--- src/rtl/b64v_pkg.sv ---
package b64v_pkg;

    // one symbol in the queue: pad mark on top, base64 sextet below
    localparam int SYM_W      = 7;
    localparam int MAX_CHARS  = 4;
    localparam int QDEPTH     = 2;
    localparam int KEY_SYMS   = 16;
    localparam int KEY_W      = 6;
    localparam int CFG_W      = 48;
    localparam int CFG_IDX_W  = 2;
    localparam int LEN_W      = 5;

    localparam logic [SYM_W-1:0] SYM_PAD = 7'h40;

    localparam logic [CFG_IDX_W-1:0] CFG_KEY_LEN  = 2'd0;
    localparam logic [CFG_IDX_W-1:0] CFG_KEY_LOW  = 2'd1;
    localparam logic [CFG_IDX_W-1:0] CFG_KEY_HIGH = 2'd2;

    localparam logic [5:0] SEXTET_PLUS  = 6'd62;
    localparam logic [5:0] SEXTET_SLASH = 6'd63;
    localparam logic [KEY_W-1:0] KEY_NONE = 6'd63;
    localparam logic [6:0] VIG_MOD = 7'd63;

    localparam logic [7:0] CHAR_PLUS  = 8'h2B;
    localparam logic [7:0] CHAR_SLASH = 8'h2F;
    localparam logic [7:0] CHAR_PAD   = 8'h3D;

    typedef logic [SYM_W-1:0] t_sym;

    typedef struct packed {
        logic [2:0]                 count;
        logic [MAX_CHARS-1:0][SYM_W-1:0] sym;
        logic                       last;
    } t_entry;

    typedef struct packed {
        logic   valid;
        t_entry entry;
    } t_push;

    typedef logic [KEY_SYMS-1:0][KEY_W-1:0] t_keys;

    // base64 letter/digit sextet (0..61) to its place in the cipher alphabet
    function automatic logic [5:0] b64_to_vig(input logic [5:0] s);
        logic [5:0] r;
        if (s < 6'd26) begin
            r = s + 6'd26;
        end else if (s < 6'd52) begin
            r = s - 6'd26;
        end else begin
            r = s;
        end
        return r;
    endfunction

    // cipher alphabet: a-z, A-Z, 0-9, space
    function automatic logic [7:0] vig_char(input logic [5:0] i);
        logic [7:0] c;
        if (i < 6'd26) begin
            c = 8'h61 + {2'b00, i};
        end else if (i < 6'd52) begin
            c = 8'h41 + {2'b00, i - 6'd26};
        end else if (i < 6'd62) begin
            c = 8'h30 + {2'b00, i - 6'd52};
        end else begin
            c = 8'h20;
        end
        return c;
    endfunction

endpackage

--- src/rtl/b64v_front.sv ---
module b64v_front import b64v_pkg::*; (
    input  logic        i_clk,
    input  logic        i_rst_n,
    input  logic        i_valid,
    input  logic [7:0]  i_data_byte,
    input  logic        i_last_byte,
    input  logic        i_full,
    output t_push       o_push
);

    localparam logic [2:0] LC_0 = 3'd0;
    localparam logic [2:0] LC_2 = 3'd2;
    localparam logic [2:0] LC_4 = 3'd4;

    logic [3:0] r_left_bits, n_left_bits;
    logic [2:0] r_left_cnt,  n_left_cnt;
    logic [1:0] r_cmf,       n_cmf;

    logic       accept;
    logic [2:0] n_chars;
    logic [2:0] total;
    logic [1:0] cmf_sum;
    logic [1:0] pads;
    logic [5:0] flush;
    t_entry     e;

    assign accept = i_valid && !i_full;

    always_comb begin
        e           = '0;
        n_chars     = 3'd1;
        n_left_bits = 4'd0;
        n_left_cnt  = LC_0;
        flush       = 6'd0;
        case (r_left_cnt)
            LC_0: begin
                e.sym[0]    = {1'b0, i_data_byte[7:2]};
                n_left_bits = {2'b00, i_data_byte[1:0]};
                n_left_cnt  = LC_2;
                flush       = {i_data_byte[1:0], 4'b0000};
            end
            LC_2: begin
                e.sym[0]    = {1'b0, r_left_bits[1:0], i_data_byte[7:4]};
                n_left_bits = i_data_byte[3:0];
                n_left_cnt  = LC_4;
                flush       = {i_data_byte[3:0], 2'b00};
            end
            default: begin
                e.sym[0]    = {1'b0, r_left_bits, i_data_byte[7:6]};
                e.sym[1]    = {1'b0, i_data_byte[5:0]};
                n_chars     = 3'd2;
            end
        endcase

        if (i_last_byte && n_left_cnt != LC_0) begin
            e.sym[n_chars[1:0]] = {1'b0, flush};
            n_chars = n_chars + 3'd1;
        end

        cmf_sum = r_cmf + n_chars[1:0];
        pads    = 2'd0 - cmf_sum;
        total   = n_chars;
        if (i_last_byte) begin
            total = n_chars + {1'b0, pads};
            if (total > 3'(MAX_CHARS)) begin
                total = 3'(MAX_CHARS);
            end
            for (int j = 0; j < MAX_CHARS; j++) begin
                if (3'(j) >= n_chars && 3'(j) < total) begin
                    e.sym[j] = SYM_PAD;
                end
            end
        end
        e.count = total;
        e.last  = i_last_byte;

        n_cmf = cmf_sum;
        if (i_last_byte) begin
            n_left_bits = 4'd0;
            n_left_cnt  = LC_0;
            n_cmf       = 2'd0;
        end
    end

    assign o_push.valid = accept;
    assign o_push.entry = e;

    always_ff @(posedge i_clk) begin
        if (!i_rst_n) begin
            r_left_bits <= 4'd0;
            r_left_cnt  <= LC_0;
            r_cmf       <= 2'd0;
        end else if (accept) begin
            r_left_bits <= n_left_bits;
            r_left_cnt  <= n_left_cnt;
            r_cmf       <= n_cmf;
        end
    end

endmodule

--- src/rtl/b64v_fifo.sv ---
module b64v_fifo import b64v_pkg::*; (
    input  logic   i_clk,
    input  logic   i_rst_n,
    input  t_push  i_push,
    input  logic   i_pop,
    output logic   o_full,
    output logic   o_valid,
    output t_entry o_head
);

    localparam int AW = (QDEPTH > 1) ? $clog2(QDEPTH) : 1;
    localparam int CW = $clog2(QDEPTH + 1);

    t_entry         r_mem [QDEPTH];
    logic [AW-1:0]  r_wr, r_rd;
    logic [CW-1:0]  r_cnt;
    logic           do_pop;

    assign o_full  = (r_cnt == CW'(QDEPTH));
    assign o_valid = (r_cnt != '0);
    assign o_head  = r_mem[r_rd];
    assign do_pop  = i_pop && o_valid;

    always_ff @(posedge i_clk) begin
        if (i_push.valid) begin
            r_mem[r_wr] <= i_push.entry;
        end
    end

    always_ff @(posedge i_clk) begin
        if (!i_rst_n) begin
            r_wr  <= '0;
            r_rd  <= '0;
            r_cnt <= '0;
        end else begin
            if (i_push.valid) begin
                r_wr <= (r_wr == AW'(QDEPTH - 1)) ? '0 : r_wr + AW'(1);
            end
            if (do_pop) begin
                r_rd <= (r_rd == AW'(QDEPTH - 1)) ? '0 : r_rd + AW'(1);
            end
            case ({i_push.valid, do_pop})
                2'b10:   r_cnt <= r_cnt + CW'(1);
                2'b01:   r_cnt <= r_cnt - CW'(1);
                default: r_cnt <= r_cnt;
            endcase
        end
    end

endmodule

--- src/rtl/b64v_back.sv ---
module b64v_back import b64v_pkg::*; #(
    parameter int MAX_KEY_LEN = 16
) (
    input  logic                 i_clk,
    input  logic                 i_rst_n,
    input  logic                 i_cfg_we,
    input  logic [CFG_IDX_W-1:0] i_cfg_index,
    input  logic [CFG_W-1:0]     i_cfg_data,
    input  logic                 i_head_valid,
    input  t_entry               i_head,
    output logic                 o_pop,
    input  logic                 i_stall,
    output logic                 o_valid,
    output logic [7:0]           o_out_char,
    output logic                 o_last_char
);

    localparam int KPW = (MAX_KEY_LEN > 1) ? $clog2(MAX_KEY_LEN) : 1;
    localparam logic [LEN_W-1:0] MAXL = LEN_W'(MAX_KEY_LEN);

    logic [LEN_W-1:0] r_key_len;
    logic [CFG_W-1:0] r_key_low, r_key_high;
    logic [KPW-1:0]   r_key_pos;
    logic [1:0]       r_idx;
    logic             r_valid;
    logic [7:0]       r_char;
    logic             r_last;

    t_keys            keys;
    logic [LEN_W-1:0] eff_len, kp_ext, pos, pos_inc, pos_next;
    logic [KEY_W-1:0] key;
    t_sym             sym;
    logic [6:0]       sum;
    logic [6:0]       wrapped;
    logic [7:0]       n_char;
    logic             at_end;
    logic             load;

    assign keys = {r_key_high, r_key_low};

    always_comb begin
        eff_len = r_key_len;
        if (eff_len == '0) begin
            eff_len = LEN_W'(1);
        end else if (eff_len > MAXL) begin
            eff_len = MAXL;
        end
        kp_ext   = LEN_W'(r_key_pos);
        pos      = (kp_ext < eff_len) ? kp_ext : '0;
        pos_inc  = pos + LEN_W'(1);
        pos_next = (pos_inc >= eff_len) ? '0 : pos_inc;
        key      = keys[pos[3:0]];
        if (key == KEY_NONE) begin
            key = '0;
        end
    end

    // letters and digits get the key shift, everything else passes
    always_comb begin
        sym     = i_head.sym[r_idx];
        sum     = {1'b0, b64_to_vig(sym[5:0])} + {1'b0, key};
        wrapped = (sum >= VIG_MOD) ? sum - VIG_MOD : sum;
        if (sym == SYM_PAD) begin
            n_char = CHAR_PAD;
        end else if (sym[5:0] == SEXTET_PLUS) begin
            n_char = CHAR_PLUS;
        end else if (sym[5:0] == SEXTET_SLASH) begin
            n_char = CHAR_SLASH;
        end else begin
            n_char = vig_char(wrapped[5:0]);
        end
    end

    assign load   = i_head_valid && (!r_valid || !i_stall);
    assign at_end = ({1'b0, r_idx} == i_head.count - 3'd1);
    assign o_pop  = load && at_end;

    always_ff @(posedge i_clk) begin
        if (!i_rst_n) begin
            r_key_len  <= LEN_W'(1);
            r_key_low  <= '0;
            r_key_high <= '0;
        end else if (i_cfg_we) begin
            case (i_cfg_index)
                CFG_KEY_LEN:  r_key_len  <= i_cfg_data[LEN_W-1:0];
                CFG_KEY_LOW:  r_key_low  <= i_cfg_data;
                CFG_KEY_HIGH: r_key_high <= i_cfg_data;
                default:      r_key_len  <= r_key_len;
            endcase
        end
    end

    always_ff @(posedge i_clk) begin
        if (!i_rst_n) begin
            r_key_pos <= '0;
            r_idx     <= '0;
            r_valid   <= 1'b0;
        end else begin
            if (load) begin
                r_valid <= 1'b1;
                if (at_end) begin
                    r_idx <= '0;
                end else begin
                    r_idx <= r_idx + 2'd1;
                end
                if (at_end && i_head.last) begin
                    r_key_pos <= '0;
                end else begin
                    r_key_pos <= pos_next[KPW-1:0];
                end
            end else if (!i_stall) begin
                r_valid <= 1'b0;
            end
        end
    end

    always_ff @(posedge i_clk) begin
        if (load) begin
            r_char <= n_char;
            r_last <= at_end && i_head.last;
        end
    end

    assign o_valid     = r_valid;
    assign o_out_char  = r_char;
    assign o_last_char = r_last;

endmodule

--- src/rtl/base64_vigenere_encrypt.sv ---
// base64_vigenere_encrypt
// Input channel: one message byte per transfer (i_valid / o_stall), with
// i_last_byte marking the final byte. Output channel: one encrypted base64
// character per transfer (o_valid / i_stall), o_last_char on the final one.
// A byte makes 1 or 2 characters, the last byte up to 4 including '=' pad.
// A byte's characters enter the queue as one entry and then pass one by one
// through the output register of the cipher stage. The output emits one
// character per cycle while i_stall is low and the queue holds a byte, and a
// byte holds the cipher stage until all its characters are loaded, so the
// single-character output register sets the steady byte rate.
// A two-entry queue sits between the byte classifier and the cipher stage, so
// the input keeps taking bytes while the receiver stalls until the queue
// fills; o_stall then rises. A stalled output character holds.
// Key registers are written through i_cfg_we / i_cfg_index / i_cfg_data
// by the user only while no message is in flight, unchecked by the block:
// 0 key length, 1 key symbols 0-7, 2 key symbols 8-15 (six bits each,
// symbol i in bits 6i+5..6i). Synchronous reset empties the queue, clears
// encoder and key position, and sets key length 1 with all key symbols zero.
module base64_vigenere_encrypt import b64v_pkg::*; #(
    parameter int MAX_KEY_LEN = 16
) (
    input  logic                 i_clk,
    input  logic                 i_rst_n,
    input  logic                 i_cfg_we,
    input  logic [CFG_IDX_W-1:0] i_cfg_index,
    input  logic [CFG_W-1:0]     i_cfg_data,
    input  logic                 i_valid,
    output logic                 o_stall,
    input  logic [7:0]           i_data_byte,
    input  logic                 i_last_byte,
    output logic                 o_valid,
    input  logic                 i_stall,
    output logic [7:0]           o_out_char,
    output logic                 o_last_char
);

    t_push  push;
    t_entry head;
    logic   full;
    logic   head_valid;
    logic   pop;

    assign o_stall = full;

    b64v_front u_front (
        .i_clk       (i_clk),
        .i_rst_n     (i_rst_n),
        .i_valid     (i_valid),
        .i_data_byte (i_data_byte),
        .i_last_byte (i_last_byte),
        .i_full      (full),
        .o_push      (push)
    );

    b64v_fifo u_fifo (
        .i_clk   (i_clk),
        .i_rst_n (i_rst_n),
        .i_push  (push),
        .i_pop   (pop),
        .o_full  (full),
        .o_valid (head_valid),
        .o_head  (head)
    );

    b64v_back #(
        .MAX_KEY_LEN (MAX_KEY_LEN)
    ) u_back (
        .i_clk        (i_clk),
        .i_rst_n      (i_rst_n),
        .i_cfg_we     (i_cfg_we),
        .i_cfg_index  (i_cfg_index),
        .i_cfg_data   (i_cfg_data),
        .i_head_valid (head_valid),
        .i_head       (head),
        .o_pop        (pop),
        .i_stall      (i_stall),
        .o_valid      (o_valid),
        .o_out_char   (o_out_char),
        .o_last_char  (o_last_char)
    );

endmodule

--- config.mk ---
export PLATFORM = sky130hd
export DESIGN_NAME = base64_vigenere_encrypt
export DESIGN_NICKNAME = d
export VERILOG_FILES = /design/src/rtl/b64v_pkg.sv /design/src/rtl/b64v_front.sv /design/src/rtl/b64v_fifo.sv /design/src/rtl/b64v_back.sv /design/src/rtl/base64_vigenere_encrypt.sv
export SDC_FILE = /design/constraint.sdc
export NUM_CORES = 1
export LEC_CHECK = 0
export BUFFER_PORTS_ARGS = -buffer_cell sky130_fd_sc_hd__buf_2
export CAP_MARGIN = 0
export CORE_UTILIZATION = 64
export DETAILED_ROUTE_END_ITERATION = 8
export GPL_ROUTABILITY_DRIVEN = 0
export PLACE_DENSITY = 0.84
export SYNTH_ARGS = -nofsm -noshare
export SYNTH_HDL_FRONTEND = slang
export SYNTH_HIERARCHICAL = 1
export SYNTH_SLANG_ARGS = --single-unit
--- constraint.sdc ---
create_clock -name i_clk -period 13.6 [get_ports i_clk]
set_input_delay 0.68 -clock i_clk [delete_from_list [all_inputs] [get_ports i_clk]]
set_output_delay 0.68 -clock i_clk [all_outputs]
set_load 0.01 [all_outputs]
# After elaboration in Yosys (flattened, before gate mapping)
# Memories as Yosys holds them, arrays and structs flattened. A register that Yosys moved wholly into a read port is not among the register bits.
# Index checks and enable logic that the tools add are counted.
# W data, S select, Z words.
word_totals:
  elab_cells: 146
  n_memories: 1
  ramBits: 64
  reg_bits: 130
  inputBits: 64
mem_list:
  columns: ["name", "depth", "width", "rd", "rd_clocked_by_memory_dff", "wr", "line", "rtl"]
  rows:
  - ["u_fifo.r_mem", 2, 32, 1, 1, 1, "b64v_fifo.sv:14", "t_entry r_mem [QDEPTH];"]
op_classes:
  order_cmp: 22
  n_eq_ne: 12
  addsub: 20
  n_reduce_logical: 26
  mux: 50
op_table:
  columns: ["cell", "n"]
  rows:
  - ["$mux W28", 2]
  - ["$mux W7", 6]
  - ["$mux W6", 6]
  - ["$bwmux W28", 1]
  - ["$bmux W6 S4", 1]
  - ["$mux W8", 3]
  - ["$pmux W6 S2", 2]
  - ["$mux W5", 4]
  - ["$eq A6 B6 Y1 const B", 3]
  - ["$lt A6 B6 Y1 const B", 3]
  - ["$add A7 B6 Y8 const A", 2]
  - ["$mux W4", 4]
  - ["$mux W3", 5]
  - ["$bmux W7 S2", 1]
  - ["$demux W7 S2", 1]
  - ["$lt A6 B5 Y1 const B", 2]
  - ["$sub A6 B5 Y6 const B", 2]
  - ["$sub A6 B6 Y6 const B", 2]
  - ["$logic_and A1 B1 Y1", 11]
  - ["$mux W1", 8]
  - ["$pmux W4 S2", 1]
  - ["$add A6 B6 Y7", 1]
  - ["$add A6 B6 Y7 const A", 1]
  - ["$eq A7 B7 Y1 const B", 1]
  - ["other kinds (40)", 57]

# Depth between registers and ports, before layout
depth:
  word_depth: 19
  mapped_depth: 32
  ltp_nobuf: 30

# Modules after synthesis
# Netlist, hierarchy kept.
by_module_without_submodules:
  columns: ["mod", "area_per_inst_um2", "instances", "cells_per_inst", "seq_area_each_um2"]
  rows:
  - ["b64v_back", 6974.2, 1, 859, 2432.3]
  - ["b64v_fifo", 2527.4, 1, 123, 2021.9]
  - ["b64v_front", 964.7, 1, 121, 160.2]

# Worst setup path before layout
# Ideal clock, no wire load.
synth_path:
  path_kind: "reg-to-reg"
  from: "reg u_back.r_key_len[4]"
  to: "reg u_back.r_char[5], in the netlist u_back/o_out_char[5] (data pin)"
  path_buffers: 1
  required_ns: 13.339
  setup_ns: 0.261
  arrival_ns: 5.885
  stages_incl_launch_ff: 29
  path_slack_ns: 7.454
  cell_sequence: "dfxtp_1 > inv_1 > nand2_1 > ha_1 > a21oi_1 > o221ai_1 > clkinv_1 > clkbuf_1 > nand2_1 > nand4_1 > o21ai_0 > o2bb2ai_1 > nor4_1 > nand4_1 > and2_1 > ha_1 > a211oi_2 > nor2_1 > o311ai_4 > a41o_4 > a21oi_1 > a31oi_1 > inv_1 > ha_1 > a21oi_1 > mux2_2 > xnor2_1 > o311ai_1 > a311o_1"
synth_between:
  elab_chain_len: 17
  word_cells_on_any_way: 25
  cone_classes: "add/sub (7); order compare (6); eq/ne (1); mux (10); reduce/logical (1)"
synth_lines:
  columns: ["element", "line", "rtl"]
  rows:
  - ["start: declaration", "b64v_back.sv:21", "logic [LEN_W-1:0] r_key_len;"]
  - ["start signal: assignment", "b64v_back.sv:85", "CFG_KEY_LEN: r_key_len <= i_cfg_data[LEN_W-1:0];"]
  - ["start signal: assignment", "b64v_back.sv:88", "default: r_key_len <= r_key_len;"]
  - ["$gt A5 B5 Y1", "b64v_back.sv:45", "end else if (eff_len > MAXL) begin"]
  - ["$mux W5", "b64v_back.sv:45", null]
  - ["$mux W5 *", "b64v_back.sv:43", "if (eff_len == '0) begin"]
  - ["$lt A4 B5 Y1 *", "b64v_back.sv:49", "pos = (kp_ext < eff_len) ? kp_ext : '0;"]
  - ["$mux W4 *", "b64v_back.sv:49", null]
  - ["$bmux W6 S4 *", "b64v_back.sv:52", "key = keys[pos[3:0]];"]
  - ["$mux W6 (implied by the code) *", "b64v_back.sv:52", null]
  - ["$eq A6 B6 Y1", "b64v_back.sv:53", "if (key == KEY_NONE) begin"]
  - ["$mux W6 *", "b64v_back.sv:53", null]
  - ["$add A6 B6 Y7 *", "b64v_back.sv:61", "sum = {1'b0, b64_to_vig(sym[5:0])} + {1'b0, key};"]
  - ["$sub A6 B6 Y6 / $ge A7 B6 Y1 (equally long branches)", "b64v_back.sv:62", "wrapped = (sum >= VIG_MOD) ? sum - VIG_MOD : sum;"]
  - ["$mux W6 *", "b64v_back.sv:62", null]
  - ["$sub A6 B6 Y6", "b64v_pkg.sv:64", "c = 8'h30 + {2'b00, i - 6'd52};"]
  - ["$add A6 B6 Y7", "b64v_pkg.sv:64", null]
  - ["$mux W8", "b64v_pkg.sv:63", "end else if (i < 6'd62) begin"]
  - ["$mux W8", "b64v_pkg.sv:61", "end else if (i < 6'd52) begin"]
  - ["$mux W8 *", "b64v_pkg.sv:59", "if (i < 6'd26) begin"]
  - ["end signal: assignment", "b64v_back.sv:119", "r_char <= n_char;"]
  - ["end: declaration", "b64v_back.sv:26", "logic [7:0] r_char;"]
# Every way passes the cells marked *; elsewhere a longest branch is shown, timed or not. The select of a mux whose other input is x is not followed.
# A chain may end at the register's enable or synchronous reset.

# Worst setup path in the final report
# Ends and elaborated chain as after synthesis.

==> flow_metrics.py <==
metrics = {
    "run_status": {
        "outcome": "finished, final reports clean",
    },
    "global_route": {
        "grt_pass1_vias": 7966,
        "grt_usage": 0.304,
        "antenna_found_initial": 0,
        "overflow": 0,
        "grt_max_degree": 121,
        "grt_first_pass_wirelength_mm": 39.6,
    },
    "critical_path": {
        "crit_fanout": 15,
        "reg2reg_to": "u_back/o_out_char[5]$_SDFFCE_PP1P_",
        "cp.required_ns": 13.78,
        "critPathLaunchType": "register",
        "ff2ff_path_depth": 26,
        "end_kind": "register",
        "cp.arrival_ns": 7.91,
        "startpoint": "u_back/r_key_len[4]$_SDFFE_PN0P_",
        "r2r-start": "u_back/r_key_len[4]$_SDFFE_PN0P_",
        "reg2reg_setup_slack_ns": 5.88,
        "crit_type": "reg -> reg",
        "setup.worst_path.end": "u_back/o_out_char[5]$_SDFFCE_PP1P_",
    },
    "route": {
        "wl_mm": 24.6,
        "routed_via_density": 6.07,
        "drc_errors": 0,
        "drtAntennaViolNets": 0,
        "drtPass1Iterations": 5,
        "dr_total_vias": 8304,
        "wl_per_cell_um": 18.0,
        "first_iter_violations": 865,
    },
    "power": {
        "vdd_drop_max_mv": 0.112,
        "fin_total_pwr_mw": 1.94,
        "leakagePower_nw": 4.10,
        "power_density_nw_per_um2": 170,
    },
    "logic_synthesis": {
        "synth.top_cell.area_share": 0.231,
        "syn_area_um2": 10500,
        "synth_edf_count": 73,
        "postSynth.asyncResetShare": 0,
        "ys.flop_type": "dfxtp_1",
        "synth_warnings": 6,
        "synth-seq-cells": 194,
        "yosysTopAreaCell": "dfxtp_1",
        "ys_seq_area_frac": 0.441,
        "ys_top_cells_by_area": "dfxtp_1 (23%), edfxtp_1 (21%), nand2_1 (8.9%)",
        "avgSynthCellArea_um2": 9.49,
        "ys_types": 84,
        "synthesis.instances": 1103,
    },
    "timing": {
        "slew_violations": 0,
        "skew_ns": 0.0134,
        "worst_slack_ns": 5.88,
        "rsz0062_at_grt": "false",
        "worst_pin_slew_ns": 1.19,
        "timing.setup.tns_ns": 0,
        "fin_crit_sh": 0.568,
        "finalHoldViolCount": 0,
        "finalCriticalPeriod_ns": 7.72,
        "max_freq_mhz": 129,
        "setup_viol": 0,
        "max-slew-margin-rel": 0.202,
    },
    "placed_design": {
        "place_ws_ns": 6.13,
        "place_area_um2": 10900,
        "hpwl_mm": 16.3,
        "portBuffers": 74,
    },
    "cts": {
        "clk_latency_ns": 0.44,
        "hold_buffers": 0,
        "cts_max_level": 4,
        "ctsResizeCount": 0,
        "ctsRootBufferMaster": "clkbuf_16",
        "cts_buffers": 17,
        "cts.clk_slew.worst_paths_ns": 0.07,
        "cts.sinks": 194,
        "tritoncts": "yes",
        "clk_path_buf_depth": 2,
        "cts_setup_buffers": 0,
    },
    "layout": {
        "design_area_um2": 11400,
        "num-fill-cells": 1169,
        "drive_gt1_frac": 0.167,
        "area_delta_synth_final_pct": 9.32,
        "fin_nets": 1240,
        "regArea_um2": 4610,
        "layout_common_cells": "nand2_1 (248), dfxtp_1 (121), a21boi_0 (99), buf_2 (74), edfxtp_1 (73)",
        "antennaDiodeCount": 0,
        "multi_input_area_um2": 5410,
        "final_common_cell": "nand2_1",
        "final_util": 0.718,
    },
    "floorplan": {
        "start_util": 0.656,
        "num_rows": 46,
        "die_h_um": 130,
        "core-area_um2": 15900,
        "dieArea_um2": 16900,
        "ios": 75,
        "die_w_um": 130,
    },
    "flow_run": {
        "drv_cap": 0,
    },
    "min_path": {
        "hold_class": "reg -> reg",
    },
}
## critical path, cell delays in order (launching register included)
cell	delay, ns
dfxtp_1	0.44
inv_1	0.15
nand2_1	0.12
ha_1	0.25
a21oi_1	0.28
o21ai_0	0.15
a21oi_2	0.64
mux2i_1	0.20
o21ai_0	0.21
a21oi_1	0.09
nor4_1	0.52
nand4_1	0.32
and2_1	0.27
ha_1	0.31
a211oi_2	0.32
nor2_1	0.20
o311ai_4	0.43
a41o_4	0.35
a21oi_1	0.10
a31oi_1	0.58
inv_1	0.17
ha_1	0.32
a21oi_1	0.17
mux2_2	0.22
xnor2_1	0.17
o311ai_1	0.15
a311o_1	0.33
## layout make-up
type	count	area share
clock buffers	19	0.0378
multi-input cells	809	0.472
well taps	216	0.0236
flip-flops and latches	194	0.403
clock inverters	13	0.0135
inverters	34	0.0112
repair buffers	83	0.0383
## how the worst min path moves through the flow
stage / from / endpoint / slack (ns) / depth (start not counted)
after floorplan: u_back/r_key_high[11]$_SDFFE_PN0P_ / u_back/r_key_high[11]$_SDFFE_PN0P_ / 0.44 / 2
after global placement: u_back/r_key_low[46]$_SDFFE_PN0P_ / u_back/r_key_low[46]$_SDFFE_PN0P_ / 0.45 / 2
after detailed placement: u_back/r_key_high[11]$_SDFFE_PN0P_ / u_back/r_key_high[11]$_SDFFE_PN0P_ / 0.46 / 2
after CTS: u_back/r_key_high[24]$_SDFFE_PN0P_ / u_back/r_key_high[24]$_SDFFE_PN0P_ / 0.47 / 2
after global routing: u_back/r_key_high[44]$_SDFFE_PN0P_ / u_back/r_key_high[44]$_SDFFE_PN0P_ / 0.48 / 2
final: u_back/r_key_high[24]$_SDFFE_PN0P_ / u_back/r_key_high[24]$_SDFFE_PN0P_ / 0.47 / 2
## report_power, final
part	internal [mW]	switching [mW]	total [mW]	leakage, nW
Clock	0.275	0.229	0.504	0.279
Combinational	0.301	0.442	0.743	2.15
Sequential	0.670	0.0233	0.693	1.67
## cell usage after synthesis, types with 27 or more instances
cell / count
nor2b_1: 27
mux2i_1: 27
edfxtp_1: 73
clkbuf_1: 48
a21oi_1: 27
ha_1: 36
mux2_2: 44
inv_1: 30
nor2_1: 35
a21boi_0: 99
dfxtp_1: 121
nand2_1: 248
## logic make-up (layout without fill, tap and decap cells)
kind of cell	after synthesis	count (layout)	share of synthesized area
simple gates	402	402	0.176
compound gates	250	250	0.174
flops	194	194	0.441
buf+inv	111	149	0.0483
mux	80	80	0.0904
fa+ha+maj	37	37	0.0449
xor+xnor	28	28	0.0252
other cells	1	12	0.000358
## routing by layer
metal  vias to the layer above  GRT usage  part of all wire
li1                       3925          -                 -
met1                      3966      0.391              0.42
met2                       358      0.503              0.48
met3                        55     0.0513             0.067
met4                         0      0.137             0.029
met5                         -          0                 0
## metrics by stage
stage | hold slack, ns | instances
global placement | 0.450 | 1336
floorplan | 0.438 | 1114
detailed placement | 0.458 | 1336
CTS | 0.470 | 1368
finish | 0.467 | 1368
global route | 0.484 | 1368
## flip-flops by register name (all words and copies together), names as in the netlist, 2 cells and up, named ones only
| register | flops |
|---|---|
| u_fifo/r_mem | 64 |
| u_back/r_key_high | 48 |
| u_back/r_key_low | 48 |
| u_back/o_out_char | 8 |
| u_back/r_key_len | 5 |
| u_back/r_key_pos | 4 |
| u_front/r_left_bits | 4 |
| u_back/r_idx | 2 |
| u_fifo/r_cnt | 2 |
| u_front/r_cmf | 2 |
| u_front/r_left_cnt | 2 |
Power figures use the tool's default switching activity.
